**src/rtl/slab_size_class_allocator_assert.svh**
```systemverilog
// ----------------------------------------------------------------------
// Slab allocator assertion macros
// Concurrent assertion wrappers, clocked on clk and disabled in reset.
// ----------------------------------------------------------------------
`ifndef SLAB_SIZE_CLASS_ALLOCATOR_ASSERT_SVH
`define SLAB_SIZE_CLASS_ALLOCATOR_ASSERT_SVH
`ifndef SYNTHESIS
`define SCA_ASSERT_NOW(name, ante, cons, msg) \
    name: assert property (@(posedge clk) disable iff (!rst_n) (ante) |-> (cons)) \
        else $error(msg);
`define SCA_ASSERT_NEXT(name, ante, cons, msg) \
    name: assert property (@(posedge clk) disable iff (!rst_n) (ante) |=> (cons)) \
        else $error(msg);
`else
`define SCA_ASSERT_NOW(name, ante, cons, msg)
`define SCA_ASSERT_NEXT(name, ante, cons, msg)
`endif
`endif

```
**src/rtl/sca_pkg.sv**
```systemverilog
// ----------------------------------------------------------------------
// Slab allocator package
// Default geometry, operation and status codes, register map, FSM states.
// ----------------------------------------------------------------------
package sca_pkg;

    localparam int DEF_SLABS_PER_CLASS = 4;
    localparam int DEF_SLAB_SIZE_LOG   = 14;
    localparam int DEF_MIN_CLASS_LOG   = 5;
    localparam int DEF_MAX_CLASS_LOG   = 11;

    localparam int APB_ADDR_W = 4;
    localparam int APB_DATA_W = 64;

    // register index, taken from paddr above the 8-byte offset
    localparam logic REG_REGION_BASE = 1'b0;

    localparam logic FUNC_ALLOC = 1'b0;
    localparam logic FUNC_FREE  = 1'b1;

    typedef enum logic [1:0] {
        STATUS_OK       = 2'd0,
        STATUS_TOO_BIG  = 2'd1,
        STATUS_NO_MEM   = 2'd2,
        STATUS_BAD_FREE = 2'd3
    } status_t;

    typedef enum logic [1:0] {
        ST_CLEAR,
        ST_IDLE,
        ST_POP,
        ST_EMIT
    } state_t;

endpackage

```
**src/rtl/sca_cfg_regs.sv**
```systemverilog
// ----------------------------------------------------------------------
// Slab allocator configuration registers
// APB-style slave holding the region base address.
// ----------------------------------------------------------------------
module sca_cfg_regs (
    input  logic                           clk,
    input  logic                           rst_n,
    input  logic                           psel,
    input  logic                           penable,
    input  logic                           pwrite,
    input  logic [sca_pkg::APB_ADDR_W-1:0] paddr,
    input  logic [sca_pkg::APB_DATA_W-1:0] pwdata,
    output logic [sca_pkg::APB_DATA_W-1:0] prdata,
    output logic                           pready,
    output logic [63:0]                    region_base
);
    import sca_pkg::*;

    logic [63:0] region_base_reg;
    logic        reg_index;
    logic        wr_en;

    assign pready    = 1'b1;
    assign reg_index = paddr[APB_ADDR_W-1];
    assign wr_en     = psel && penable && pwrite && pready;

    always_ff @(posedge clk or negedge rst_n)
    begin
        if (!rst_n)
        begin
            region_base_reg <= '0;
        end
        else if (wr_en && reg_index == REG_REGION_BASE)
        begin
            region_base_reg <= pwdata;
        end
    end

    assign prdata      = (reg_index == REG_REGION_BASE) ? region_base_reg : '0;
    assign region_base = region_base_reg;

endmodule

```
**config.mk**
```make
export PLATFORM = sky130hd
export DESIGN_NAME = sca_cfg_regs
export DESIGN_NICKNAME = d
export VERILOG_FILES = /design/src/rtl/slab_size_class_allocator_assert.svh /design/src/rtl/sca_pkg.sv /design/src/rtl/sca_cfg_regs.sv
export SDC_FILE = /design/constraint.sdc
export NUM_CORES = 1
export LEC_CHECK = 0
export ABC_CLOCK_PERIOD_IN_PS = 800
export BUFFER_PORTS_ARGS = -buffer_cell sky130_fd_sc_hd__buf_2
export CAP_MARGIN = 30
export CORE_MARGIN = 2
export CORE_UTILIZATION = 38
export CTS_BUF_LIST = sky130_fd_sc_hd__clkbuf_4 sky130_fd_sc_hd__clkbuf_8 sky130_fd_sc_hd__clkbuf_16
export CTS_CLUSTER_DIAMETER = 50
export CTS_CLUSTER_SIZE = 10
export DETAILED_ROUTE_END_ITERATION = 12
export PLACE_DENSITY = 0.76
export SLEW_MARGIN = 30
export SYNTH_ARGS = -nofsm -noshare
export SYNTH_HDL_FRONTEND = slang
export SYNTH_SLANG_ARGS = --single-unit
```
**constraint.sdc**
```tcl
create_clock -name clk -period 0.8 [get_ports clk]
set_input_delay 0.08 -clock clk [delete_from_list [all_inputs] [get_ports clk]]
set_output_delay 0.08 -clock clk [all_outputs]
set_load 0.01 [all_outputs]
```
Yosys cells after proc, flatten, opt, wreduce, memory -nomap -nowiden
Cells that the tools add are included.
{"block": "totals", "ff_bits": 64, "in_bits": 73, "output_inout_bits": 129, "word_cells": 6}
{"block": "classes", "muxes": 1, "bitwise": 1, "n_reduce_logical": 3}
{"operator": "$mux 64", "n": 1}
{"operator": "$logic_and 1x1->1", "n": 3}
{"operator": "$not 1->1", "n": 1}

Logic depth before layout (Yosys ltp)
{"block": "logic_depth", "word_depth": 3, "mapped_depth": 4}

Worst setup path after synthesis
Ideal clock, no wire load.
{"block": "synth_path", "path_kind": "input-to-reg", "start": "in paddr[3] in the netlist's numbering", "end": "reg region_base_reg[0], in the netlist region_base[0]", "setup_ns": 0.125, "arrival_time_ns": 0.827, "required_time_ns": 0.675, "path_slack_ns": -0.152, "path_stages": 4, "cell_sequence": "nand4b_4 -> buf_6 -> buf_12 -> mux2_4"}
{"block": "synth_between", "elab_chain_len": 2}
{"item": "start, declared", "line": "sca_cfg_regs.sv:11", "rtl": "input logic [sca_pkg::APB_ADDR_W-1:0] paddr,"}
{"item": "$not 1->1"}
{"item": "$logic_and 1x1->1", "line": "sca_cfg_regs.sv:33", "rtl": "else if (wr_en && reg_index == REG_REGION_BASE)"}
{"item": "end signal, assigned", "line": "sca_cfg_regs.sv:35", "rtl": "region_base_reg <= pwdata;"}
{"item": "end, declared", "line": "sca_cfg_regs.sv:19", "rtl": "logic [63:0] region_base_reg;"}
Every way passes these cells.
A chain may end at the register's enable or synchronous reset.

Final worst setup path
{"block": "layout_path", "start": "reg region_base_reg[21], in the netlist region_base[21]", "end": "out prdata[21] in the netlist's numbering"}
{"block": "layout_between", "elab_chain_len": 1}
{"item": "$mux 64", "line": "sca_cfg_regs.sv:39", "rtl": "assign prdata = (reg_index == REG_REGION_BASE) ? region_base_reg : '0;"}
{"item": "end, declared", "line": "sca_cfg_regs.sv:13", "rtl": "output logic [sca_pkg::APB_DATA_W-1:0] prdata,"}
Every way passes these cells.

==> impl_metrics.yaml <==
outcome:
  violations: "setup timing"
  outcome: "complete, but fails checks"
global_route:
  grtUsageMet1: 0.219
  grt_max_degree: 65
  grt_pass1_wl_mm: 14.2
  grt_most_used_layer: "met2"
  met3_usage: 0.0583
  grt_pass1_vias: 2898
  grt_use_total: 0.210
  antenna_found_initial: 0
  met2_usage: 0.404
  globalRouteOverflowTotal: 0
routing:
  dr.pass1.iters: 4
  wl_per_cell_um: 15.5
  vias_per_cell: 4.45
  ant_nets: 0
  vias: 2834
  drt_iter0_markers: 56
  drc: 0
  drt_wl_total_mm: 9.89
timing:
  relSlewSlack: 0.650
  fin_crit_sh: 1.47
  fin_ws_ns: -0.380
  min_period_ns: 1.18
  hold_viol: 0
  rsz0062_at_grt: "true"
  worstMarginPinSlew_ns: 0.526
  skew_ns: 0
  finalSetupViolations: 173
  slew_violations: 0
  max_freq_ghz: 0.848
die:
  die_y_um: 94.9
  die_area_sq_mm: 0.00901
  num_rows: 33
  num_io_pins: 202
  die_x_um: 94.9
  start_util: 0.386
  core_sq_mm: 0.00813
worst_setup_path:
  crit_family: "flip-flops"
  slowest_delay_ns: 0.39
  cp_data_required_time_ns: 0.72
  cp-end-kind: "output port"
  startpoint_type: "register"
  path_cells: "nor2b_1, buf_2"
  crit_fanout: 3
  slowest_stage: "dfrtp_1"
  reg2reg_from: "region_base[46]"
  setup.worst_path.start: "region_base[21]"
  critical_path_buf_inv_count: 1
  setup.worst_path.class: "register to output port"
  critPathArrivalTime_ns: 1.10
final_layout:
  largest_register_ff_count: 64
  nets: 603
  diodes: 0
  fillers: 556
  syn_to_final_growth_pct: 85.9
  final_core_util: 0.718
  final_common_cell: "buf_2"
  layout.cells.non_filler: 637
  layout_common_cells: "167 x buf_2, 77 x buf_6, 64 x dlygate4sd3_1, 64 x dfrtp_1, 61 x mux2_4"
  layout-drive-gt1-share: 0.643
power:
  power.leakage_nw: 3.20
  ir_drop_uv: 1180
  p_total_mw: 12.9
  powerDensity_mw_per_mm2: 2200
job:
  cap_violations: 0
clock_tree:
  cts_tree: "built"
  htree_levels: 3
  numClockSinks: 64
  cts_buffers: 9
  path_clk_slew_ns: 0.06
  insertion_delay_ns: 0.33
  cts_buffer_depth: 2
  cts-root-buf: "clkbuf_8"
synthesis:
  synth_area_per_cell_sq_um: 15.0
  ys_warn_count: 0
  synthTopCellsByArea: "dfrtp_1 51%, mux2_4 29%, nor2b_1 13%"
  yosysUniqueCellTypes: 11
  syn_area_sq_mm: 0.00314
  syn-num-nets: 282
  synth_area_leader_cell: "dfrtp_1"
  synth-seq-cells: 64
  synth-seq-area-share: 0.510
  yosysTopAreaCellShare: 0.510
  netlist_instances: 209
placement:
  dp_hpwl_mm: 5.09
  dp_cells: 501
  gp_congestion: 0.774
  port_buffers: 197
min_path:
  hold_path_class: "primary input to register"
  min-delay-start: "pwdata[56]"
==> final timing paths <==
| path | cells after the start | slack [ns] | end |
|---|---|---|---|
| setup / recovery | 2 | -0.38 | prdata[21] |
| hold / removal | 3 | 0.22 | region_base[56] |
| setup reg to reg | 3 | -0.21 | region_base[46] |
| hold reg to reg | 1 | 0.53 | region_base[24] |
| max in group asynchronous | 3 | 0.31 | region_base[27] |
| min in group asynchronous | 3 | 0.30 | region_base[5] |
==> metal layers <==
metal  share of wire  vias to the layer above
met4           0.015                        0
met2            0.57                      117
li1                -                     1324
met5               0                        -
met1            0.36                     1378
met3           0.054                       15
==> synth_stat cells <==
master	instances
buf_12	6
dfrtp_1	64
nor2b_1	64
mux2_4	60
mux2_2	4
conb_1	1
clkbuf_1	6
nand4b_4	1
buf_2	1
buf_4	1
buf_6	1
==> power breakdown <==
group          total [mW]  internal [mW]  switching, mW
clock                2.55           1.41           1.13
combinational        5.78           3.76           2.02
sequential           4.54           3.96          0.585
==> layout make-up <==
| cell class | count | area, sq um | area share |
|---|---|---|---|
| clock buffer | 13 | 179 | 0.0306 |
| multi-input combinational | 130 | 1400 | 0.240 |
| sequential | 64 | 1600 | 0.274 |
| tap | 105 | 131 | 0.0225 |
| timing repair buffer | 325 | 2530 | 0.433 |
==> repair_timing <==
action	4_1_cts	5_1_grt
hold buffers	65	0
resized for setup	51	36
setup buffers	50	16
hold endpoints to repair	128	0
setup endpoints to repair	128	167
==> cell families (layout without fill, tap and decap cells) <==
logic type,after synthesis,after routing,share of synthesized area
and+or+nand+nor,65,65,0.135
buffers and inverters,15,338,0.0530
muxes,64,64,0.301
DFF,64,64,0.510
other,1,1,0.00119
==> tightest hold or removal path, cell delays in order <==
cell            delay [ns]
dlymetal6s4s_1        0.19
buf_2                 0.12
mux2_4                0.13
==> stage by stage <==
stage,hold WS (ns),setup WS (ns),setup TNS (ns),instance area (sq um)
CTS,0.287,-0.333,-35.62,5630
floorplan,-0.216,-0.152,-9.25,3140
detailed placement,0.0940,-0.286,-30.68,4180
finish,0.222,-0.380,-36.28,5840
global placement,0.0848,-0.271,-27.25,4180
global route,0.210,-0.420,-42.60,5840
Power figures use the tool's default switching activity.
