$ cat src/rtl/slab_size_class_allocator_assert.svh
// ----------------------------------------------------------------------
// Slab allocator assertion macros
// Concurrent assertion wrappers, clocked on clk and disabled in reset.
// ----------------------------------------------------------------------
`ifndef SLAB_SIZE_CLASS_ALLOCATOR_ASSERT_SVH
`define SLAB_SIZE_CLASS_ALLOCATOR_ASSERT_SVH
`ifndef SYNTHESIS
`define SCA_ASSERT_NOW(name, ante, cons, msg) \
    name: assert property (@(posedge clk) disable iff (!rst_n) (ante) |-> (cons)) \
        else $error(msg);
`define SCA_ASSERT_NEXT(name, ante, cons, msg) \
    name: assert property (@(posedge clk) disable iff (!rst_n) (ante) |=> (cons)) \
        else $error(msg);
`else
`define SCA_ASSERT_NOW(name, ante, cons, msg)
`define SCA_ASSERT_NEXT(name, ante, cons, msg)
`endif
`endif

$ cat src/rtl/sca_link_ram.sv
// ----------------------------------------------------------------------
// Slab allocator link memory
// Single-port-write, single-port-read RAM with a registered read.
// ----------------------------------------------------------------------
module sca_link_ram #(
    parameter int DEPTH = 16,
    parameter int AW    = 4,
    parameter int DW    = 8
) (
    input  logic          clk,
    input  logic          we,
    input  logic [AW-1:0] waddr,
    input  logic [DW-1:0] wdata,
    input  logic          re,
    input  logic [AW-1:0] raddr,
    output logic [DW-1:0] rdata
);
    logic [DW-1:0] mem [DEPTH];
    logic [DW-1:0] rdata_reg;

    always_ff @(posedge clk)
    begin
        if (we)
        begin
            mem[waddr] <= wdata;
        end
    end

    always_ff @(posedge clk)
    begin
        if (re)
        begin
            rdata_reg <= mem[raddr];
        end
    end

    assign rdata = rdata_reg;

endmodule

$ cat config.mk
export PLATFORM = sky130hd
export DESIGN_NAME = sca_link_ram
export DESIGN_NICKNAME = d
export VERILOG_FILES = /design/src/rtl/slab_size_class_allocator_assert.svh /design/src/rtl/sca_link_ram.sv
export SDC_FILE = /design/constraint.sdc
export NUM_CORES = 1
export LEC_CHECK = 0
export ABC_AREA = 1
export BUFFER_PORTS_ARGS = -buffer_cell sky130_fd_sc_hd__buf_2
export CAP_MARGIN = 15
export CORE_ASPECT_RATIO = 0.5
export CORE_MARGIN = 5
export CORE_UTILIZATION = 40
export CTS_BUF_LIST = sky130_fd_sc_hd__clkbuf_8 sky130_fd_sc_hd__clkbuf_16
export CTS_CLUSTER_SIZE = 24
export DETAILED_ROUTE_END_ITERATION = 6
export GPL_TIMING_DRIVEN = 0
export PLACE_DENSITY = 0.62
export SKIP_LAST_GASP = 1
export SLEW_MARGIN = 10
export SYNTH_ARGS = -nofsm -noshare
export SYNTH_HDL_FRONTEND = slang
export SYNTH_SLANG_ARGS = --single-unit
$ cat constraint.sdc
create_clock -name clk -period 2 [get_ports clk]
set_input_delay 0.4 -clock clk [delete_from_list [all_inputs] [get_ports clk]]
set_output_delay 0.4 -clock clk [all_outputs]
set_load 0.005 [all_outputs]
# [Word-level counts from Yosys, hierarchy flattened]
# Memory sizes are Yosys's and may differ from the RTL's. A register that Yosys moved wholly into a read port is not among the register bits.
# Cells that the tools add are included.
[totals] reg_bits=0 latch_bits=0 ramBits=128 rom_bits=0 output_inout_bits=8 n_memories=1
[classes] n_addsub=0 multipliers=0 n_div=0 n_lt_le_gt_ge=0 eq_ne=0 n_shift=0 muxes=2 bitwise=0 reduce_logical=0
[mem_list] memory="mem" words=16 width=8 read_ports=1 rd_ports_with_merged_regs=1 write_ports=1 line_no="sca_link_ram.sv:18" rtl="logic [DW-1:0] mem [DEPTH];"
[op_table] cell="2-to-1 mux 1 bit" count=2

# [Depth between registers and ports, before layout]
# Gate-level depths: netlist of the first run.
[depth] ltp_word=2 depth_mapped=8 mapped_depth_nobuf=7

# [Least setup slack after synthesis of the first run]
# OpenSTA, ideal clock, no wires.
[synth_path] kind="input port to flip-flop" from="in waddr[2]" to="mem mem[10][0] (enable)" setup_ns=0.370 arrival_ns=0.981 t_required_ns=1.630 slack_ns=0.649 stages=2 n_path_buf=0 cell_sequence="nand3b_1 -> nor2_1"
[synth_rtl] item="start, declared" line_no="sca_link_ram.sv:12" rtl="input logic [AW-1:0] waddr,"
[synth_rtl] item="end, declared" line_no="sca_link_ram.sv:18"
# Straight into the memory's write port.

# [Worst setup path in the final report of the first run]
[layout_path] from="in waddr[2]" to="mem mem[9][7] (enable)"
# Straight into the memory's write port.

==> reports/results.txt, run 1 <==
Total GRT Usage: 17.2%
clk slew on worst S/H paths: 50 ps
Critical Path Source Type: input port
LEAKAGE: 2.90 nW
WS Path Type: input port to flop
Clock Latency Late Sink: 420 ps
sequential share of power: 49.4%
largest net degree at the start of global routing: 17
Resized cells post-CTS: 0
pwr/cell area: 967 nW/µm²
worst path arrival time: 1490 ps
Mapped Nets: 570
dpl hpwl: 9340 µm
Total Neg Setup Slack: 0 ps
CP Capture Type: flop
Cell variety after synth: 11
Fmax achieved: 0.689 GHz
Starting Density: 40.6%
Max-slew headroom: 37.7%
Finished Cell Area: 6750 µm²
chip height: 95.5 µm
Cell Count, Final, Fillers Out: 804
power share of the clock group: 44.3%
Seq cells post-synth: 136
count of flip-flops with a built-in enable after synthesis: 136
period utilization: 72.6%
routed len/inst: 17.6 µm
total core area: 14400 µm²
Post-DP Area: 6210 µm²
global-route wire length before repair: 21800 µm
CTS tree: done
row count: 31
Yosys top cell area share: 69.8%
Port Buffer Count: 23
die width: 181 µm
Pint: 5.12 mW
largest cells by area after synthesis: edfxtp_1, nand2_1, nand3_1, inv_1, buf_6
outcome: finished, final reports clean
Yosys top cell by area: edfxtp_1
CTS Buf Count: 17
initial antenna violation count: 0
drc violations: 0
Seq/Total Area, Yosys: 69.8%
Placed Cells: 772
sw frac: 21.6%
Remaining Overflow, GRT: 0
Cell Area, Synth: 5850 µm²
Antenna Nets Post-Route: 0
FILL cells: 1306
HP Class: input port to flop
Slew @ Worst Pin: 931 ps
VDD IR max: 0.000476 V
most common cell in the netlist: nand2_1
net switching power: 1.41 mW
routability cong.: 0.899
Post-Syn Instances: 551
crit path max fanout: 8
Final setup viols: 0
CTS H-Tree Depth: 4
cts hold-fix bufs: 0
clock skew: 6.15 ps
syn_area_per_cell: 10.6 µm²
drt via density: 4.84
Initial DRT Pass Iterations: 7
Max Cap Viol: 0
IO Count: 27
DR vias: 3892
# diodes: 0
clock sink count: 136
die footprint: 17300 µm²
top_reg_cell synth: edfxtp_1
root buf cell: clkbuf_16
DR iter-0 viols: 286
total routed wirelength: 14200 µm
share of cells above drive strength 1: 12.0%
share of flip-flops with an asynchronous set or reset: 0%
yosys warns: 0
Fin. Hold Viols: 0
crit path time final: 1450 ps
vias in the first global route: 3921
Slew Limit Fails: 0
Clock Path Buffers: 2
max FFs per register: 128
Setup Fix Bufs, Post-CTS: 0
most common library cells after synthesis: nand2_1, edfxtp_1, inv_1
Critical Path RT: 2040 ps
Net count, final: 612
Comb power frac: 6.3%
Area Overhead vs Synth: 15.5%
RSZ-0062 raised after global routing: false
-- critical path: stages --
cell and delay (ps):
buf_2 120, nand3b_1 250, nor2_1 720
-- cells in the final DEF (no fill, tap or decap) --
master / count
buf_1: 1
buf_2: 36
buf_4: 4
buf_6: 6
bufinv_16: 2
clkbuf_16: 17
clkinv_1: 5
clkinv_2: 5
clkinvlp_4: 1
edfxtp_1: 136
inv_1: 102
inv_2: 2
nand2_1: 173
nand3_1: 97
nand3b_1: 2
nor2_1: 17
-- power by group through the flow --
stage | logic, mW | clock network (mW) | registers [mW]
detailed placement | 0.409 | 0 | 3.29
global placement | 0.402 | 0 | 3.28
global route | 0.453 | 3.04 | 3.23
CTS | 0.411 | 2.91 | 3.23
floorplan | 0.225 | 0 | 3.29
finish | 0.411 | 2.89 | 3.23
-- cell type report --
| type | instances | area (µm²) | share of cell area [%] |
|---|---|---|---|
| clock inverters | 15 | 119 | 1.76 |
| flip-flops and latches | 136 | 4080 | 60.5 |
| inverters | 102 | 383 | 5.67 |
| clock buffers | 17 | 425 | 6.30 |
| multi-input cells | 289 | 1210 | 18.0 |
| plain buffers | 24 | 166 | 2.46 |
| well taps | 198 | 248 | 3.67 |
| repair buffers | 23 | 115 | 1.70 |
-- routing by layer --
| layer | wire length [µm] | up-vias | track usage [%] |
|---|---|---|---|
| met1 | 6100 | 1862 | 22.1 |
| li1 | - | 1874 | - |
| met2 | 6700 | 132 | 29.1 |
| met4 | 280 | 0 | 6.43 |
| met5 | 0 | - | 0 |
| met3 | 1090 | 24 | 3.66 |
-- worst paths after layout --
path,startpoint,endpoint,slack (ps),depth (start not counted)
max,waddr[2],mem[9][7],550,3
min,re,rdata[0],340,1
max reg2reg,mem[6][1],rdata[1],840,6
min reg2reg,mem[12][5],rdata[5],750,6
-- kinds of logic after synthesis --
logic type,synth area share (%)
and+or+nand+nor,20.8
DFF,69.8
buffers and inverters,9.39
-- stage by stage --
stage	total power, mW	setup WS (ps)	util, %	hold slack, ps
6_report	6.53	549	46.9	340
5_1_grt	6.73	427	46.9	339
4_1_cts	6.55	520	46.9	337
3_5_place_dp	3.70	82.6	43.2	747
3_3_place_gp	3.69	124	43.2	745
2_1_floorplan	3.51	649	-	499
(Power assumes the default switching activity.)
==> run 2, diff against run 1 <==
==> constraint.sdc (replaced) <==
create_clock -name clk -period 1.4 [get_ports clk]
set_input_delay 0.28 -clock clk [delete_from_list [all_inputs] [get_ports clk]]
set_output_delay 0.28 -clock clk [all_outputs]
set_load 0.005 [all_outputs]
==> run 2 against run 1 <==
  * Global-route usage did not move
  * Sequential power rose by 43%
  * Count of clock-buffer cells in the layout did not move
  * Core utilization barely moved
  * Via count rose by 0.82%
  * Non-clock buffer count did not move
  * Total power rose by 43%
  * Clock power rose by 43%
  * Sequential share of layout area barely moved
  * Critical path depth did not move
  * Die area did not move
  * Clock skew barely moved
==> reports/results.txt, run 2 (synthesized netlist as in run 1, its figures left out) <==
Cell Count, Final, Fillers Out: 804
Post-Place Worst Slack: -397 ps
Slew @ Worst Pin: 878 ps
Final setup viols: 0
Net count, final: 612
setup ws final: 83.2 ps
Critical Path RT: 1440 ps
max FFs per register: 128
Remaining Overflow, GRT: 0
Max Cap Viol: 0
outcome: finished, final reports clean
Fmax achieved: 0.759 GHz
Final Util: 47.0%
CTS Buf Count: 17
Post-DP Area: 6210 µm²
Port Buffer Count: 23
clock skew: 5.68 ps
total core area: 14400 µm²
most common cell after layout, fill and taps aside: nand2_1
vias in the first global route: 3921
crit path time final: 1320 ps
IO Count: 27
CP Capture Type: flop
Total Neg Setup Slack: 0 ps
row count: 31
Critical Path Source Type: input port
chip height: 95.5 µm
Total GRT Usage: 17.2%
drt via density: 4.88
total routed wirelength: 14200 µm
Resized cells post-CTS: 0
crit path max fanout: 8
VDD IR max: 0.000674 V
cts hold-fix bufs: 0
crit-path cells: buf_2, nand3b_1, nor2_1
Max-slew headroom: 41.3%
Placed Cells: 772
share of cells above drive strength 1: 12.2%
Clock Latency Late Sink: 420 ps
# diodes: 0
DR iter-0 viols: 293
dpl hpwl: 9340 µm
WS Path Type: input port to flop
Fin. Hold Viols: 0
drc violations: 0
Antenna Nets Post-Route: 0
clk slew on worst S/H paths: 50 ps
pwr/cell area: 1380 nW/µm²
root buf cell: clkbuf_16
FILL cells: 1307
CTS H-Tree Depth: 4
RSZ-0062 raised after global routing: false
Worst path top cell family by delay: simple AND/OR/NAND/NOR gates
HP Class: input port to flop
period utilization: 94.1%
global-route wire length before repair: 21800 µm
Buf/Inv on CP: 1
routed len/inst: 17.7 µm
die width: 181 µm
initial antenna violation count: 0
CTS tree: done
Clock Path Buffers: 2
die footprint: 17300 µm²
Finished Cell Area: 6760 µm²
worst path arrival time: 1360 ps
crit path max-delay cell type: nor2_1
clock sink count: 136
largest net degree at the start of global routing: 17
Slew Limit Fails: 0
routability cong.: 0.899
slowest cell delay on critical path: 710 ps
Starting Density: 40.6%
LEAKAGE: 2.90 nW
Initial DRT Pass Iterations: 6
most frequent cells in the layout: nand2_1, edfxtp_1, inv_1
Setup Fix Bufs, Post-CTS: 0
Area Overhead vs Synth: 15.6%
DR vias: 3924
run 2: metrics by stage:
stage | total power, mW | hold slack, ps
after floorplan | 5.02 | 379
after global placement | 5.27 | 636
after detailed placement | 5.28 | 648
after CTS | 9.35 | 217
after global routing | 9.61 | 219
final | 9.33 | 223
run 2: final cells by class:
cell class                 count  area [µm²]  area share (%)
tap                          198         248            3.67
multi-input combinational    289        1220            18.0
clock inverter                15         119            1.76
buffer                        24         166            2.46
clock buffer                  17         425            6.30
inverter                     102         383            5.67
sequential                   136        4080            60.4
timing repair buffer          23         115            1.70
run 2: power by group:
| group | switching (mW) | internal, mW |
|---|---|---|
| clock network | 1.58 | 2.55 |
| logic | 0.420 | 0.171 |
| registers | 0.0224 | 4.59 |
| total | 2.02 | 7.31 |
run 2: per-layer routing:
metal  up-vias  part of all wire [%]  GRT usage (%)  routed length [µm]
met4         0                   1.7           6.43                 244
met2       123                    48           29.1                6820
met5         -                     0              0                   0
li1       1875                     -              -                   -
met1      1906                    44           22.1                6300
met3        20                   6.1           3.66                 865
run 2: worst paths after layout:
check / from / to / slack (ps) / cells after the start
max reg2reg: mem[6][1] / rdata[1] / 230 / 6
max: waddr[3] / mem[7][2] / 80 / 3
min reg2reg: mem[12][5] / rdata[5] / 760 / 6
min: re / rdata[0] / 220 / 1
run 2: worst register-to-register path: stages, from the launching register on:
cell,delay [ps]
edfxtp_1,350
inv_1,60
nand2_1,50
nand3_1,80
nand3_1,100
nand3_1,180
nand2_1,100
==> run 3, diff against run 2 <==
--- a/config.mk
+++ b/config.mk
@@ -5,7 +5,6 @@
 export SDC_FILE = /design/constraint.sdc
 export NUM_CORES = 1
 export LEC_CHECK = 0
-export ABC_AREA = 1
 export BUFFER_PORTS_ARGS = -buffer_cell sky130_fd_sc_hd__buf_2
 export CAP_MARGIN = 15
 export CORE_ASPECT_RATIO = 0.5
==> run 3 against run 2 <==
  * The run now ends with negative setup slack left
  * Cell count shrank 43%
  * Clock power decreased by 3%
  * Combinational power fell by 19%
  * Critical path type is now flop to flop
==> reports/results.txt, run 3 <==
die width: 172 µm
Yosys top cell area share: 78.1%
Critical Path RT: 1540 ps
Mapped Nets: 248
most common cell after layout, fill and taps aside: edfxtp_1
Total GRT Usage: 13.9%
chip height: 90.8 µm
cts hold-fix bufs: 0
Min-Delay Endpoint: rdata[5]
Antenna Nets Post-Route: 0
R2R setup slack: -40 ps
# diodes: 0
Area Overhead vs Synth: 17.9%
routed len/inst: 22.4 µm
Max Cap Viol: 0
Seq/Total Area, Yosys: 78.1%
FILL cells: 1014
Post-DP Area: 5590 µm²
Finished Cell Area: 6160 µm²
CTS tree: done
Final setup viols: 7
crit path max fanout: 1
pwr/cell area: 1470 nW/µm²
setup ws final: -39.2 ps
Initial DRT Pass Iterations: 4
RSZ-0062 raised after global routing: true
FF/Latch Area: 4080 µm²
clock sink count: 136
Starting Density: 41.0%
total core area: 12700 µm²
dpl hpwl: 6650 µm
root buf cell: clkbuf_16
largest net degree at the start of global routing: 17
violated checks: negative setup slack
Cell variety after synth: 18
largest cells by area after synthesis: edfxtp_1, mux4_2, mux4_1, a22oi_1, nor2_1
most frequent cells in the layout: edfxtp_1, mux4_2, buf_2
die footprint: 15600 µm²
Fmax achieved: 0.695 GHz
R2R depth: 3
CP Capture Type: flop
Hold Path Cell Cnt: 1
syn_area_per_cell: 22.8 µm²
HP Class: input port to flop
Clock Path Buffers: 2
hold_sp: re
global-route wire length before repair: 15300 µm
outcome: finished, violations left
VDD IR max: 0.000898 V
Port Buffer Count: 25
routability cong.: 0.759
Net count, final: 292
most common cell in the netlist: edfxtp_1
DR vias: 2413
Crit Reg-Reg Endpoint: rdata[4]
Fin. Hold Viols: 0
Slew @ Worst Pin: 839 ps
Design Power: 9.08 mW
count of flip-flops with a built-in enable after synthesis: 136
Max-slew headroom: 43.9%
LEAKAGE: 1.98 nW
share of cells above drive strength 1: 38.6%
Critical Path Source Type: flop
WS Path Type: flop to flop
share of flip-flops with an asynchronous set or reset: 0%
drc violations: 0
Clock Latency Late Sink: 410 ps
crit path time final: 1440 ps
Seq cells post-synth: 136
yosys warns: 0
most common library cells after synthesis: edfxtp_1, mux4_2, a22oi_1
Post-Syn Instances: 229
Cell Area, Synth: 5230 µm²
clock skew: 6.49 ps
drt via density: 5.30
period utilization: 103%
max FFs per register: 128
CTS H-Tree Depth: 4
Slew Limit Fails: 0
worst path arrival time: 1580 ps
worst r2r src: mem[7][4]
initial antenna violation count: 0
row count: 29
IO Count: 27
footprint of the multi-input gates: 1080 µm²
Total Neg Setup Slack: -137 ps
CTS Buf Count: 17
DR iter-0 viols: 240
vias in the first global route: 2534
total routed wirelength: 10200 µm
Yosys top cell by area: edfxtp_1
clk slew on worst S/H paths: 60 ps
Remaining Overflow, GRT: 0
top_reg_cell synth: edfxtp_1
run 3: cell types whose count changed in the layout (fill, tap and decap cells not counted), moves of 3 or more:
cell and delta:
a22oi_1 +8, a22oi_2 +8, buf_12 +3, buf_2 -8, buf_4 -4, buf_6 -6, clkdlybuf4s25_2 +3, inv_1 -102
mux4_2 +31, nand2_1 -164, nand3_1 -96, nor2_1 -6, nor3_2 +3
run 3: report_power, final:
group | internal (mW) | total [mW] | switching, mW
sequential | 4.59 | 4.61 | 0.0210
combinational | 0.201 | 0.476 | 0.275
clock | 2.40 | 4.00 | 1.59
run 3: logic make-up after synthesis:
family                 Yosys count  share of synthesized area (%)
AO/OA/AOI/OAI                   16                           2.30
AND/OR/NAND/NOR                 35                           3.14
buffers and inverters           10                           1.65
multiplexers                    32                           14.8
flip-flops                     136                           78.1
run 3: area by class of cell:
| type | instances | area share, % |
|---|---|---|
| clock inverter | 14 | 1.79 |
| buffer | 10 | 1.95 |
| tap | 170 | 3.45 |
| sequential | 136 | 66.3 |
| clock buffer | 17 | 6.90 |
| multi-input combinational | 83 | 17.6 |
| timing repair buffer | 25 | 2.03 |
run 3: worst max-delay path, cell delays in order, from the launching register on:
cell      delay (ps)
edfxtp_1         360
mux4_2           530
a22oi_2          170
nand2_1          110
run 3: what timing repair did:
item | in CTS | in global routing
setup endpoints to repair | 16 | 8
resized for setup | 12 | 0
pin swaps | 3 | 5
hold endpoints to repair | 0 | 0
setup buffers | 0 | 0
run 3: how the worst max path moves through the flow:
stage               slack (ps)          to  startpoint  depth (start not counted)
detailed placement        -610  mem[12][5]    waddr[3]                          3
global placement          -450  mem[12][5]          we                          3
global route               -80    rdata[1]   mem[3][1]                          3
CTS                        -50    rdata[1]   mem[3][1]                          3
finish                     -40    rdata[4]   mem[7][4]                          3
floorplan                 -100    rdata[2]    raddr[0]                          5
run 3: metrics by stage:
stage / util [%] / std cells / setup WS, ps / hold slack (ps)
2_1_floorplan: - / 229 / -99.0 / 379
3_3_place_gp: 43.9 / 424 / -452 / 639
3_5_place_dp: 43.9 / 424 / -615 / 647
4_1_cts: 48.4 / 455 / -47.2 / 218
5_1_grt: 48.4 / 455 / -81.9 / 221
6_report: 48.4 / 455 / -39.2 / 236
run 3: metal layers:
metal  part of all wire [%]  wire, µm  up-vias  GRT usage, %
li1                       -         -     1064             -
met2                     50      5070       64          21.3
met4                    1.6       165        0          4.68
met1                     43      4350     1273          18.8
met5                      0         0        -             0
met3                    6.1       619       12          4.42
