`config.mk`:
```
export PLATFORM = sky130hd
export DESIGN_NAME = sca_engine
export DESIGN_NICKNAME = d
export VERILOG_FILES = /design/src/rtl/sca_pkg.sv /design/src/rtl/sca_engine.sv
export VERILOG_INCLUDE_DIRS = /design/src /design/src/rtl
export SDC_FILE = /design/constraint.sdc
export NUM_CORES = 1
export LEC_CHECK = 0
export BUFFER_PORTS_ARGS = -buffer_cell sky130_fd_sc_hd__clkbuf_2
export CAP_MARGIN = 25
export CORE_ASPECT_RATIO = 0.6
export CORE_MARGIN = 5
export CORE_UTILIZATION = 30
export CTS_BUF_LIST = sky130_fd_sc_hd__clkbuf_16
export DETAILED_ROUTE_END_ITERATION = 8
export GPL_TIMING_DRIVEN = 0
export PLACE_DENSITY = 0.44
export SETUP_SLACK_MARGIN = 0.3
export SYNTH_ARGS = -nofsm -noshare
export SYNTH_HDL_FRONTEND = slang
export SYNTH_SLANG_ARGS = --single-unit
```
`constraint.sdc`:
```
create_clock -name clk -period 9.13 [get_ports clk]
set_input_delay 1.826 -clock clk [delete_from_list [all_inputs] [get_ports clk]]
set_output_delay 1.826 -clock clk [all_outputs]
set_load 0.1 [all_outputs]
```
`src/rtl/slab_size_class_allocator_assert.svh`:
```
// ----------------------------------------------------------------------
// Slab allocator assertion macros
// Concurrent assertion wrappers, clocked on clk and disabled in reset.
// ----------------------------------------------------------------------
`ifndef SLAB_SIZE_CLASS_ALLOCATOR_ASSERT_SVH
`define SLAB_SIZE_CLASS_ALLOCATOR_ASSERT_SVH
`ifndef SYNTHESIS
`define SCA_ASSERT_NOW(name, ante, cons, msg) \
    name: assert property (@(posedge clk) disable iff (!rst_n) (ante) |-> (cons)) \
        else $error(msg);
`define SCA_ASSERT_NEXT(name, ante, cons, msg) \
    name: assert property (@(posedge clk) disable iff (!rst_n) (ante) |=> (cons)) \
        else $error(msg);
`else
`define SCA_ASSERT_NOW(name, ante, cons, msg)
`define SCA_ASSERT_NEXT(name, ante, cons, msg)
`endif
`endif

```
`src/rtl/sca_pkg.sv`:
```
// ----------------------------------------------------------------------
// Slab allocator package
// Default geometry, operation and status codes, register map, FSM states.
// ----------------------------------------------------------------------
package sca_pkg;

    localparam int DEF_SLABS_PER_CLASS = 4;
    localparam int DEF_SLAB_SIZE_LOG   = 14;
    localparam int DEF_MIN_CLASS_LOG   = 5;
    localparam int DEF_MAX_CLASS_LOG   = 11;

    localparam int APB_ADDR_W = 4;
    localparam int APB_DATA_W = 64;

    // register index, taken from paddr above the 8-byte offset
    localparam logic REG_REGION_BASE = 1'b0;

    localparam logic FUNC_ALLOC = 1'b0;
    localparam logic FUNC_FREE  = 1'b1;

    typedef enum logic [1:0] {
        STATUS_OK       = 2'd0,
        STATUS_TOO_BIG  = 2'd1,
        STATUS_NO_MEM   = 2'd2,
        STATUS_BAD_FREE = 2'd3
    } status_t;

    typedef enum logic [1:0] {
        ST_CLEAR,
        ST_IDLE,
        ST_POP,
        ST_EMIT
    } state_t;

endpackage

```
`src/rtl/sca_engine.sv`:
```
// ----------------------------------------------------------------------
// Slab allocator engine
// Request decode, slab heads and active counts, link RAM sequencing,
// post-reset link initialization and the output stage.
// ----------------------------------------------------------------------
`include "slab_size_class_allocator_assert.svh"

module sca_engine #(
    parameter int SLABS_PER_CLASS = sca_pkg::DEF_SLABS_PER_CLASS,
    parameter int SLAB_SIZE_LOG   = sca_pkg::DEF_SLAB_SIZE_LOG,
    parameter int MIN_CLASS_LOG   = sca_pkg::DEF_MIN_CLASS_LOG,
    parameter int MAX_CLASS_LOG   = sca_pkg::DEF_MAX_CLASS_LOG,
    parameter int LINK_DEPTH      = 16,
    parameter int LA_W            = 4,
    parameter int SLOT_BITS       = 4
) (
    input  logic                 clk,
    input  logic                 rst_n,
    input  logic [63:0]          region_base,
    input  logic                 in_valid,
    output logic                 in_ready,
    input  logic                 func,
    input  logic [15:0]          request_size,
    input  logic [63:0]          free_address,
    output logic                 out_valid,
    input  logic                 out_ready,
    output logic [63:0]          object_address,
    output logic [3:0]           size_class,
    output logic [1:0]           status,
    output logic                 link_we,
    output logic [LA_W-1:0]      link_waddr,
    output logic [SLOT_BITS-1:0] link_wdata,
    output logic                 link_re,
    output logic [LA_W-1:0]      link_raddr,
    input  logic [SLOT_BITS-1:0] link_rdata
);
    import sca_pkg::*;

    localparam int NUM_CLASSES = MAX_CLASS_LOG - MIN_CLASS_LOG + 1;
    localparam int NUM_SLABS   = NUM_CLASSES * SLABS_PER_CLASS;
    localparam int CI_W        = (NUM_CLASSES > 1) ? $clog2(NUM_CLASSES) : 1;
    localparam int S_W         = (SLABS_PER_CLASS > 1) ? $clog2(SLABS_PER_CLASS) : 1;
    localparam int A_W         = $clog2(SLABS_PER_CLASS + 1);
    localparam int G_W         = (NUM_SLABS > 1) ? $clog2(NUM_SLABS) : 1;
    localparam int GH_W        = 64 - SLAB_SIZE_LOG;

    // ------------------------------------------------------------------
    // helpers
    // ------------------------------------------------------------------
    function automatic logic [CI_W-1:0] class_of(input logic [G_W-1:0] g);
        logic [CI_W-1:0] r;
        r = '0;
        for (int k = 1; k < NUM_CLASSES; k++)
        begin
            if (int'(g) >= k * SLABS_PER_CLASS)
            begin
                r = CI_W'(k);
            end
        end
        return r;
    endfunction

    // highest slot index of a slab in this class, zero when it holds none
    function automatic logic [SLOT_BITS-1:0] last_slot(input logic [CI_W-1:0] ci);
        return {SLOT_BITS{1'b1}} >> ci;
    endfunction

    function automatic logic [LA_W-1:0] link_addr(input logic [G_W-1:0] g,
                                                  input logic [SLOT_BITS-1:0] slot);
        return LA_W'({g, slot});
    endfunction

    // ------------------------------------------------------------------
    // state
    // ------------------------------------------------------------------
    state_t                state_reg, state_next;
    logic                  out_valid_reg;
    logic [63:0]           out_addr_reg;
    logic [3:0]            out_cls_reg;
    status_t               out_status_reg;
    logic [63:0]           res_addr_reg;
    logic [3:0]            res_cls_reg;
    status_t               res_status_reg;
    logic [G_W-1:0]        pop_g_reg;
    logic [SLOT_BITS-1:0]  pop_slot_reg;
    logic [CI_W-1:0]       pop_ci_reg;
    logic [S_W-1:0]        pop_s_reg;
    logic [LA_W-1:0]       clr_addr_reg;
    logic [SLOT_BITS-1:0]  head_reg   [NUM_CLASSES][SLABS_PER_CLASS];
    logic [A_W-1:0]        active_reg [NUM_CLASSES];

    // ------------------------------------------------------------------
    // allocate decode
    // ------------------------------------------------------------------
    logic                  too_big;
    logic [CI_W-1:0]       ci_a;
    logic [A_W-1:0]        act;
    logic [SLOT_BITS-1:0]  row [SLABS_PER_CLASS];
    logic                  hit;
    logic [S_W-1:0]        hit_s;
    logic                  grow;
    logic [S_W-1:0]        grow_s;
    logic                  pop_ok;
    logic [S_W-1:0]        pop_s;
    logic [SLOT_BITS-1:0]  pop_slot;
    logic [G_W-1:0]        alloc_g;

    always_comb
    begin
        too_big = {1'b0, request_size} > (17'd1 << MAX_CLASS_LOG);
        ci_a    = '0;
        for (int k = 0; k < NUM_CLASSES - 1; k++)
        begin
            if ({1'b0, request_size} > (17'd1 << (MIN_CLASS_LOG + k)))
            begin
                ci_a = CI_W'(k + 1);
            end
        end
        act = active_reg[ci_a];
        row = head_reg[ci_a];
        // newest active slab with a free slot wins
        hit   = 1'b0;
        hit_s = '0;
        for (int s = 0; s < SLABS_PER_CLASS; s++)
        begin
            if (A_W'(s) < act && row[s] != '0)
            begin
                hit   = 1'b1;
                hit_s = S_W'(s);
            end
        end
        grow     = !hit && (act < A_W'(SLABS_PER_CLASS));
        grow_s   = S_W'(act);
        pop_ok   = hit || (grow && row[grow_s] != '0);
        pop_s    = hit ? hit_s : grow_s;
        pop_slot = row[pop_s];
        alloc_g  = G_W'(int'(ci_a) * SLABS_PER_CLASS + int'(pop_s));
    end

    // ------------------------------------------------------------------
    // free decode
    // ------------------------------------------------------------------
    logic [63:0]              off;
    logic [GH_W-1:0]          gh;
    logic                     in_range;
    logic [G_W-1:0]           gf;
    logic [CI_W-1:0]          ci_f;
    logic [S_W-1:0]           sf;
    logic [3:0]               c_f;
    logic [SLAB_SIZE_LOG-1:0] slab_off;
    logic [SLAB_SIZE_LOG-1:0] align_mask;
    logic [SLOT_BITS-1:0]     slot_f;
    logic                     free_ok;

    always_comb
    begin
        off        = free_address - region_base;
        gh         = off[63:SLAB_SIZE_LOG];
        in_range   = gh < GH_W'(NUM_SLABS);
        gf         = G_W'(gh);
        ci_f       = class_of(gf);
        sf         = S_W'(gf - G_W'(int'(ci_f) * SLABS_PER_CLASS));
        c_f        = 4'(MIN_CLASS_LOG + int'(ci_f));
        slab_off   = off[SLAB_SIZE_LOG-1:0];
        // a class at or above the slab size masks everything
        align_mask = ~({SLAB_SIZE_LOG{1'b1}} << c_f);
        slot_f     = SLOT_BITS'(slab_off >> c_f);
        free_ok    = in_range && (A_W'(sf) < active_reg[ci_f])
                     && ((slab_off & align_mask) == '0) && (slot_f != '0);
    end

    // ------------------------------------------------------------------
    // accepted beat classification and immediate result
    // ------------------------------------------------------------------
    logic    accept;
    logic    acc_alloc;
    logic    acc_free;
    logic    alloc_take;
    logic    grow_take;
    logic    free_take;
    logic    out_free;
    logic [3:0] acc_cls;
    status_t acc_status;

    assign accept     = in_valid && in_ready;
    assign acc_alloc  = accept && (func == FUNC_ALLOC);
    assign acc_free   = accept && (func == FUNC_FREE);
    assign alloc_take = acc_alloc && !too_big && pop_ok;
    assign grow_take  = acc_alloc && !too_big && grow;
    assign free_take  = acc_free && free_ok;
    assign out_free   = !out_valid_reg || out_ready;

    always_comb
    begin
        acc_cls    = 4'(MIN_CLASS_LOG);
        acc_status = STATUS_OK;
        if (func == FUNC_ALLOC)
        begin
            if (too_big)
            begin
                acc_status = STATUS_TOO_BIG;
            end
            else
            begin
                acc_cls    = 4'(MIN_CLASS_LOG + int'(ci_a));
                acc_status = pop_ok ? STATUS_OK : STATUS_NO_MEM;
            end
        end
        else if (free_ok)
        begin
            acc_cls = c_f;
        end
        else
        begin
            acc_status = STATUS_BAD_FREE;
        end
    end

    // slots never overlap the slab number bits, so one add forms the address
    logic [63:0] pop_addr;
    assign pop_addr = region_base
                      + ((64'(pop_g_reg) << SLAB_SIZE_LOG) | (64'(pop_slot_reg) << res_cls_reg));

    // ------------------------------------------------------------------
    // post-reset link initialization
    // ------------------------------------------------------------------
    logic [G_W-1:0]       clr_g;
    logic [SLOT_BITS-1:0] clr_slot;
    logic [SLOT_BITS-1:0] clr_last;
    logic [SLOT_BITS-1:0] clr_wdata;
    logic                 clr_done;

    assign clr_g     = G_W'(clr_addr_reg >> SLOT_BITS);
    assign clr_slot  = clr_addr_reg[SLOT_BITS-1:0];
    assign clr_last  = last_slot(class_of(clr_g));
    assign clr_wdata = (clr_slot < clr_last) ? clr_slot + 1'b1 : '0;
    assign clr_done  = clr_addr_reg == LA_W'(LINK_DEPTH - 1);

    // ------------------------------------------------------------------
    // link RAM ports
    // ------------------------------------------------------------------
    assign link_we    = (state_reg == ST_CLEAR) || free_take;
    assign link_waddr = (state_reg == ST_CLEAR) ? clr_addr_reg : link_addr(gf, slot_f);
    assign link_wdata = (state_reg == ST_CLEAR) ? clr_wdata : head_reg[ci_f][sf];
    assign link_re    = alloc_take;
    assign link_raddr = link_addr(alloc_g, pop_slot);

    // ------------------------------------------------------------------
    // control FSM
    // ------------------------------------------------------------------
    logic        out_load;
    logic        res_load_acc;
    logic        res_load_pop;
    logic [63:0] emit_addr;
    logic [3:0]  emit_cls;
    status_t     emit_status;

    always_comb
    begin
        state_next   = state_reg;
        in_ready     = 1'b0;
        out_load     = 1'b0;
        res_load_acc = 1'b0;
        res_load_pop = 1'b0;
        emit_addr    = res_addr_reg;
        emit_cls     = res_cls_reg;
        emit_status  = res_status_reg;
        case (state_reg)
            ST_CLEAR:
            begin
                if (clr_done)
                begin
                    state_next = ST_IDLE;
                end
            end
            ST_IDLE:
            begin
                in_ready    = 1'b1;
                emit_addr   = '0;
                emit_cls    = acc_cls;
                emit_status = acc_status;
                if (in_valid)
                begin
                    if (alloc_take)
                    begin
                        res_load_acc = 1'b1;
                        state_next   = ST_POP;
                    end
                    else if (out_free)
                    begin
                        out_load = 1'b1;
                    end
                    else
                    begin
                        res_load_acc = 1'b1;
                        state_next   = ST_EMIT;
                    end
                end
            end
            ST_POP:
            begin
                emit_addr = pop_addr;
                if (out_free)
                begin
                    out_load   = 1'b1;
                    state_next = ST_IDLE;
                end
                else
                begin
                    res_load_pop = 1'b1;
                    state_next   = ST_EMIT;
                end
            end
            ST_EMIT:
            begin
                if (out_free)
                begin
                    out_load   = 1'b1;
                    state_next = ST_IDLE;
                end
            end
            default:
            begin
                state_next = ST_IDLE;
            end
        endcase
    end

    always_ff @(posedge clk or negedge rst_n)
    begin
        if (!rst_n)
        begin
            state_reg <= ST_CLEAR;
        end
        else
        begin
            state_reg <= state_next;
        end
    end

    always_ff @(posedge clk or negedge rst_n)
    begin
        if (!rst_n)
        begin
            clr_addr_reg  <= '0;
            out_valid_reg <= 1'b0;
        end
        else
        begin
            if (state_reg == ST_CLEAR)
            begin
                clr_addr_reg <= clr_addr_reg + 1'b1;
            end
            if (out_load)
            begin
                out_valid_reg <= 1'b1;
            end
            else if (out_ready)
            begin
                out_valid_reg <= 1'b0;
            end
        end
    end

    // slab heads and active slab counts
    always_ff @(posedge clk or negedge rst_n)
    begin
        if (!rst_n)
        begin
            for (int c = 0; c < NUM_CLASSES; c++)
            begin
                active_reg[c] <= A_W'(1);
                for (int s = 0; s < SLABS_PER_CLASS; s++)
                begin
                    head_reg[c][s] <= (last_slot(CI_W'(c)) != '0)
                                      ? SLOT_BITS'(1) : '0;
                end
            end
        end
        else
        begin
            if (grow_take)
            begin
                active_reg[ci_a] <= act + 1'b1;
            end
            if (free_take)
            begin
                head_reg[ci_f][sf] <= slot_f;
            end
            if (state_reg == ST_POP)
            begin
                head_reg[pop_ci_reg][pop_s_reg] <= link_rdata;
            end
        end
    end

    // payload
    always_ff @(posedge clk)
    begin
        if (alloc_take)
        begin
            pop_g_reg    <= alloc_g;
            pop_slot_reg <= pop_slot;
            pop_ci_reg   <= ci_a;
            pop_s_reg    <= pop_s;
        end
        if (res_load_acc)
        begin
            res_addr_reg   <= '0;
            res_cls_reg    <= acc_cls;
            res_status_reg <= acc_status;
        end
        else if (res_load_pop)
        begin
            res_addr_reg <= pop_addr;
        end
        if (out_load)
        begin
            out_addr_reg   <= emit_addr;
            out_cls_reg    <= emit_cls;
            out_status_reg <= emit_status;
        end
    end

    assign out_valid      = out_valid_reg;
    assign object_address = out_addr_reg;
    assign size_class     = out_cls_reg;
    assign status         = out_status_reg;

    // ------------------------------------------------------------------
    // assertions
    // ------------------------------------------------------------------
    `SCA_ASSERT_NOW(a_emit_has_stalled_beat, state_reg == ST_EMIT, out_valid_reg, "emit wait with empty output stage")
    `SCA_ASSERT_NOW(a_link_single_access, link_re, !link_we, "link read and write in one cycle")
    `SCA_ASSERT_NEXT(a_pop_follows_hit, alloc_take, state_reg == ST_POP && !in_ready, "slab pop did not follow an allocate hit")
    `SCA_ASSERT_NOW(a_no_output_in_clear, state_reg == ST_CLEAR, !out_valid_reg && !link_re, "activity during link initialization")

endmodule

```
Word level (Yosys, flattened, before mapping)
Cells that the tools add are included.
W data, S select, Z words.
{"block": "word_totals", "reg_bits": 294, "input_bits": 153, "out_inout_bits": 86, "word_cells": 237}
{"block": "classes", "n_addsub": 8, "n_lt_le_gt_ge": 33, "eq_ne": 8, "shifts": 3, "n_mux": 88, "bitwise_logic": 11, "reduce_logical": 38}
{"op": "$bwmux W112", "n": 2}
{"op": "$mux W112", "n": 2}
{"op": "$pmux W64 S2", "n": 1}
{"op": "$bmux W16 S3", "n": 2}
{"op": "$demux W16 S3", "n": 2}
{"op": "$mux W16", "n": 6}
{"op": "$add A64 B64 Y64", "n": 1}
{"op": "$or A19 B64 Y64", "n": 1}
{"op": "$shl A4 B4 Y64", "n": 1}
{"op": "$sub A64 B64 Y64", "n": 1}
{"op": "$mux W4", "n": 15}
{"op": "$lt A50 B5 Y1 const B", "n": 1}
{"op": "$mux W3", "n": 13}
{"op": "$mux W2", "n": 16}
{"op": "$bmux W4 S2", "n": 3}
{"op": "$reduce_bool A4 Y1", "n": 6}
{"op": "$bwmux W21", "n": 1}
{"op": "$logic_and A1 B1 Y1", "n": 21}
{"op": "$bmux W3 S3", "n": 2}
{"op": "$mux W1", "n": 18}
{"op": "$demux W4 S2", "n": 2}
{"op": "$gt A16 B10 Y1 const B", "n": 1}
{"op": "$gt A16 B11 Y1 const B", "n": 1}
{"op": "$gt A16 B12 Y1 const B", "n": 1}
{"op": "43 further kinds", "n": 69}

Longest topological paths before layout
{"block": "depth", "ltp_word": 26, "depth_mapped": 27, "mapped_depth_nobuf": 22}

Least setup slack after synthesis
OpenSTA, ideal clock, no wires.
{"block": "synth_path", "path_kind": "input port to output port", "startpoint": "input free_address[0]", "endpoint": "output link_we", "arrival_time_ps": 7954, "required_time_ps": 7304, "setup_slack_ps": -650, "path_stages": 24, "n_path_buf": 3, "cell_sequence": "inv_1 > ha_1 > inv_1 > fa_1 > a211oi_2 > o21ai_1 > a32oi_1 > nand2_1 > xor2_1 > clkbuf_1 > a31oi_1 > clkbuf_1 > ha_1 > inv_1 > ha_1 > nor2_1 > nand2_1 > o2111ai_1 > nor4b_1 > and4b_1 > nand4_1 > or4_1 > clkbuf_1 > o21bai_1"}
{"block": "synth_between", "elab_chain_cells": 18, "elab_cells_between_ends": 32, "classes_between": "add/sub (3); order compare (8); shift (2); mux (9); bitwise (3); reduce/logical (7)"}
{"item": "start, declared", "line": "sca_engine.sv:24", "source": "input logic [63:0] free_address,"}
{"item": "$sub A64 B64 Y64 (*)", "line": "sca_engine.sv:157", "source": "off = free_address - region_base;"}
{"item": "branches (longest 14 deep; another with $ge A5 B3 Y1)"}
{"item": "$logic_and A1 B1 Y1 (*)", "line": "sca_engine.sv:169", "source": "&& ((slab_off & align_mask) == '0) && (slot_f != '0);"}
{"item": "$logic_and A1 B1 Y1 (*)", "line": "sca_engine.sv:190", "source": "assign free_take = acc_free && free_ok;"}
{"item": "$logic_or A1 B1 Y1 (*)", "line": "sca_engine.sv:242", "source": "assign link_we = (state_reg == ST_CLEAR) || free_take;"}
{"item": "end, declared", "line": "sca_engine.sv:30", "source": "output logic link_we,"}
Every way passes the cells marked *. The select of a mux whose other input is x is not followed.

Worst setup path in the final report
{"block": "layout_path", "startpoint": "input request_size[6]", "endpoint": "output link_raddr[2]"}
{"block": "layout_between", "elab_chain_cells": 22, "elab_cells_between_ends": 43, "classes_between": "order compare (10); mux (23); bitwise (2); reduce/logical (8)"}
{"item": "start, declared", "line": "sca_engine.sv:23", "source": "input logic [15:0] request_size,"}
{"item": "$gt A16 B6 Y1", "line": "sca_engine.sv:114", "source": "if ({1'b0, request_size} > (17'd1 << (MIN_CLASS_LOG + k)))"}
{"item": "$mux W1", "line": "sca_engine.sv:114"}
{"item": "$mux W2 (2 in a row)", "line": "sca_engine.sv:114"}
{"item": "$mux W3 (2 in a row)", "line": "sca_engine.sv:114"}
{"item": "$mux W3 (*)", "line": "sca_engine.sv:114"}
{"item": "$not A3 Y4 (implied by the code) (*)", "line": "sca_engine.sv:119, sca_engine.sv:120"}
{"item": "$bmux W3 S3 / $bmux W16 S3 (equally long branches)", "line": "sca_engine.sv:119, sca_engine.sv:120"}
{"item": "$mux W3 (implied by the code) / $mux W16 (equally long branches) (2 in a row)", "line": "sca_engine.sv:119, sca_engine.sv:120"}
{"item": "$lt A1 B3 Y1 / $reduce_bool A4 Y1 (equally long branches)", "line": "sca_engine.sv:126", "source": "if (A_W'(s) < act && row[s] != '0)"}
{"item": "$logic_and A1 B1 Y1", "line": "sca_engine.sv:126"}
{"item": "$mux W1 (4 in a row)", "line": "sca_engine.sv:126"}
{"item": "$mux W2", "line": "sca_engine.sv:135", "source": "pop_s = hit ? hit_s : grow_s;"}
{"item": "$not A2 Y3 (implied by the code)", "line": "sca_engine.sv:136", "source": "pop_slot = row[pop_s];"}
{"item": "$bmux W4 S2 (*)", "line": "sca_engine.sv:136"}
{"item": "$mux W4 (implied by the code) (*) (2 in a row)", "line": "sca_engine.sv:136"}
{"item": "end, declared", "line": "sca_engine.sv:34", "source": "output logic [LA_W-1:0] link_raddr,"}
Mark *: on every way between the ends. The rest lies on a longest branch, timed or not. The select of a mux whose other input is x is not followed.

==> flow_metrics.tcl <==
set metrics [dict create \
    status "complete, no violations" \
    synth-main-ff-cell "dfrtp_1" \
    irDropWorstVdd_mv 0.4683 \
    globalRouteOverflowTotal 0 \
    worst_ep_required_time_ns 7.30 \
    drc 0 \
    ant_nets 0 \
    wl_microns 134700 \
    rsz0062_at_grt "true" \
    postLayoutCellArea_sq_um 29010 \
    whs_endpoint "res_addr_reg[1]$_SDFFE_PP0P_" \
    dieArea_sq_um 88800 \
    critPathMaxFanout 10 \
    avgSynthCellArea_sq_um 7.727 \
    core_area_sq_um 81790 \
    grt_pass1_wl_microns 189200 \
    fin_crit_ns 8.803 \
    fin_nets 3766 \
    finClkSkew_ns 0.02474 \
    clock_latency_ns 0.58 \
    viasPerCell 6.025 \
    first_pass_iters 6 \
    fp.dieW_microns 381.4 \
    r2r_slack_ns 3.09 \
    finalMaxSlewViolations 0 \
    setup.worst_path.end_class "primary output" \
    cts_root_buffer "clkbuf_16" \
    hold_start "res_addr_reg[1]$_SDFFE_PP0P_" \
    synthArstFlopShare 0.4844 \
    synth_seq_area_share 0.2967 \
    fin_crit_sh 0.9641 \
    drive_above_1_share 0.1524 \
    critPathLaunchType "input pin" \
    seqCellArea_sq_um 7366 \
    slowest_stage "o31ai_1" \
    grt_pass1_vias 25070 \
    synthToLayoutAreaGrowth_pct 16.85 \
    path_cells "clkbuf_1, or4_1, clkbuf_1, o31ai_1, o22ai_1, buf_2, a222oi_1, and3_1, nand2_1, nor3_1, o2bb2ai_1, a21oi_1, buf_2, mux2_2, o21ai_1, clkbuf_4" \
    io_buffers 231 \
    hpwl_microns 108800 \
    die_height_microns 232.8 \
    ys_types 103 \
    drv_cap 0 \
    clock_path_buffers 3 \
    cts.sinks 289 \
    syn-num-nets 3460 \
    synth-seq-cells 289 \
    critPathKind "in2out" \
    hold_class "reg2reg" \
    gp_congestion 1.015 \
    p_leak_nw 11.79 \
    max_freq_mhz 113.6 \
    holdWs_ns 0.4564 \
    vias 27900 \
    syn_inst 3213 \
    relSlewSlack 0.1423 \
    synthesis.area_sq_um 24830 \
    cts.clk_slew.worst_paths_ns 0.06 \
    hold_buffers 0 \
    start_util 0.3035 \
    ios 239 \
    antenna_found_initial 11 \
    critPathArrivalTime_ns 6.98 \
    powerDensity_nw_per_um2 226.7 \
    grt_use_total 0.2912 \
    largest_reg_flops 112 \
    hold_depth 2 \
    rr_worst_depth 17 \
    crit_family "compound AO/OA/AOI/OAI gates" \
    p_total_w 0.006577 \
    yosys_warnings 0 \
    cpPeakStageDelay_ns 0.60 \
    htreeDepth 2 \
    post_dp_cell_area_sq_um 27530 \
    startpoint "request_size[6]" \
    cts_buffers 34 \
    rows 81 \
    hold_violations 0 \
    cts_tree "done" \
    crit_buf_inv 5 \
    timing.rr.start "res_cls_reg[0]$_DFFE_PP_" \
    wire_per_inst_microns 29.08 \
    multiInputGateArea_sq_um 16190 \
    tightestPinTransition_ns 1.282 \
    synth_edf_count 85 \
    setup_viol 0 \
    grt_max_degree 95 \
    fillers 8734 \
    drtIter0Drc 3967 \
    r2r-end "object_address[41]$_DFFE_PP_" \
]
-- cell families after synthesis --
| kind of cell | Yosys count | synth area share |
|---|---|---|
| buf+inv | 367 | 0.05841 |
| flops | 289 | 0.2967 |
| compound gates | 842 | 0.2266 |
| simple gates | 1387 | 0.2782 |
| xor+xnor | 103 | 0.03634 |
| mux | 131 | 0.05569 |
| fa+ha+maj | 94 | 0.04798 |
-- worst max-delay path by stage --
| stage | end | slack [ns] | depth (start not counted) |
|---|---|---|---|
| 2_1_floorplan | link_we | 0.41 | 24 |
| 3_3_place_gp | object_address[54]$_DFFE_PP_ | -2.19 | 15 |
| 3_5_place_dp | link_we | -1.90 | 26 |
| 5_1_grt | link_we | 0.28 | 24 |
| 4_1_cts | link_we | 0.25 | 26 |
| 6_report | link_raddr[2] | 0.33 | 16 |
-- layout by cell type (no fill, tap or decap), types with 26 or more instances in the layout --
master	n
nand2_1	362
buf_2	51
or3_1	68
nand3_1	228
nor3_1	59
o21ai_0	123
edfxtp_1	85
clkbuf_1	118
inv_1	187
clkbuf_2	230
clkbuf_16	37
a211oi_1	52
dfxtp_1	64
a222oi_1	27
ha_1	90
a22oi_1	32
dfrtp_1	117
o211ai_1	45
and2_1	42
a31oi_1	27
nand2b_1	26
o22ai_1	75
mux2i_1	74
nand4_1	56
and3_1	80
a21oi_1	217
xnor2_1	82
mux2_2	52
nor4_1	32
nor2_1	300
-- power breakdown --
group          internal, W  switching [W]  total [W]
clock             0.000695       0.000624    0.00132
combinational     0.000822        0.00267    0.00349
sequential         0.00165       0.000117    0.00177
-- cells in the mapped netlist (12+ instances only) --
| library cell | n | share of area |
|---|---|---|
| o22ai_1 | 75 | 0.019 |
| buf_2 | 46 | 0.0093 |
| o21bai_1 | 20 | 0.0060 |
| a21o_1 | 25 | 0.0076 |
| edfxtp_1 | 85 | 0.10 |
| or4_1 | 21 | 0.0064 |
| xor2_1 | 21 | 0.0074 |
| o21a_1 | 20 | 0.0060 |
| mux2_2 | 52 | 0.024 |
| dfxtp_1 | 64 | 0.052 |
| o31ai_1 | 17 | 0.0051 |
| ha_1 | 92 | 0.046 |
| or2_2 | 24 | 0.0060 |
| inv_1 | 176 | 0.027 |
| o211ai_1 | 45 | 0.014 |
| or3_1 | 68 | 0.017 |
| xnor2_1 | 82 | 0.029 |
| mux2i_1 | 74 | 0.030 |
| and2_1 | 42 | 0.011 |
| a22oi_1 | 32 | 0.0097 |
| dfrtp_1 | 117 | 0.12 |
| nor2_1 | 304 | 0.046 |
| buf_1 | 12 | 0.0018 |
| a211o_1 | 20 | 0.0071 |
| nand4_1 | 56 | 0.014 |
| a222oi_1 | 27 | 0.011 |
| and3_1 | 80 | 0.020 |
| nor2b_1 | 22 | 0.0055 |
| nand2_1 | 363 | 0.055 |
| a21oi_1 | 218 | 0.044 |
| o21ai_0 | 129 | 0.026 |
| nor3_1 | 62 | 0.012 |
| dfstp_2 | 23 | 0.024 |
| nand2b_1 | 26 | 0.0066 |
| nor4_1 | 32 | 0.0081 |
| a211oi_1 | 53 | 0.016 |
| nand3_1 | 229 | 0.046 |
| a31oi_1 | 28 | 0.0071 |
| clkbuf_1 | 128 | 0.019 |
-- metrics by stage --
stage / instances / TNS (ns) / setup slack [ns] / util
after floorplan: 3213 / 0 / 0.4116 / -
after global placement: 4523 / -224.26 / -2.189 / 0.3344
after detailed placement: 4537 / -65.51 / -1.903 / 0.3367
after CTS: 4605 / 0 / 0.2519 / 0.3512
after global routing: 4626 / 0 / 0.2777 / 0.3546
final: 4631 / 0 / 0.3273 / 0.3547
-- cell type report --
| class | instances | area share |
|---|---|---|
| diodes | 8 | 0.0006901 |
| plain buffers | 189 | 0.02989 |
| clock buffers | 35 | 0.03019 |
| clock inverters | 26 | 0.004011 |
| inverters | 178 | 0.02312 |
| multi-input cells | 2557 | 0.5581 |
| flip-flops and latches | 289 | 0.2539 |
| well taps | 1079 | 0.04654 |
| repair buffers | 270 | 0.05352 |
-- layer usage --
layer,track usage,wire length (microns),up-vias,share of wire
li1,-,-,12470,-
met1,0.4690,67190,13670,0.50
met2,0.3448,46330,1646,0.34
met3,0.1273,19550,109,0.15
met4,0.03766,1466,8,0.011
met5,0.007081,129,-,0.00096
-- worst register-to-register path, stage by stage (launching register included) --
cell      delay, ns
edfxtp_1       0.32
clkbuf_1       0.29
mux2_2         0.39
o21ai_0        0.53
nor3_1         0.14
ha_1           0.33
inv_1          0.06
o21bai_1       0.14
a21o_1         0.17
a21oi_1        0.09
o31ai_1        0.77
a21o_1         0.25
o311a_1        0.15
clkbuf_1       0.63
nand2_1        0.56
or3_1          0.55
xnor2_1        0.29
o22ai_1        0.12
-- timing repair --
item	4_1_cts	5_1_grt
setup buffers	7	8
gates resized for setup	37	38
endpoints found under the setup margin	123	9
pin swaps	10	12
(Power assumes the default switching activity.)
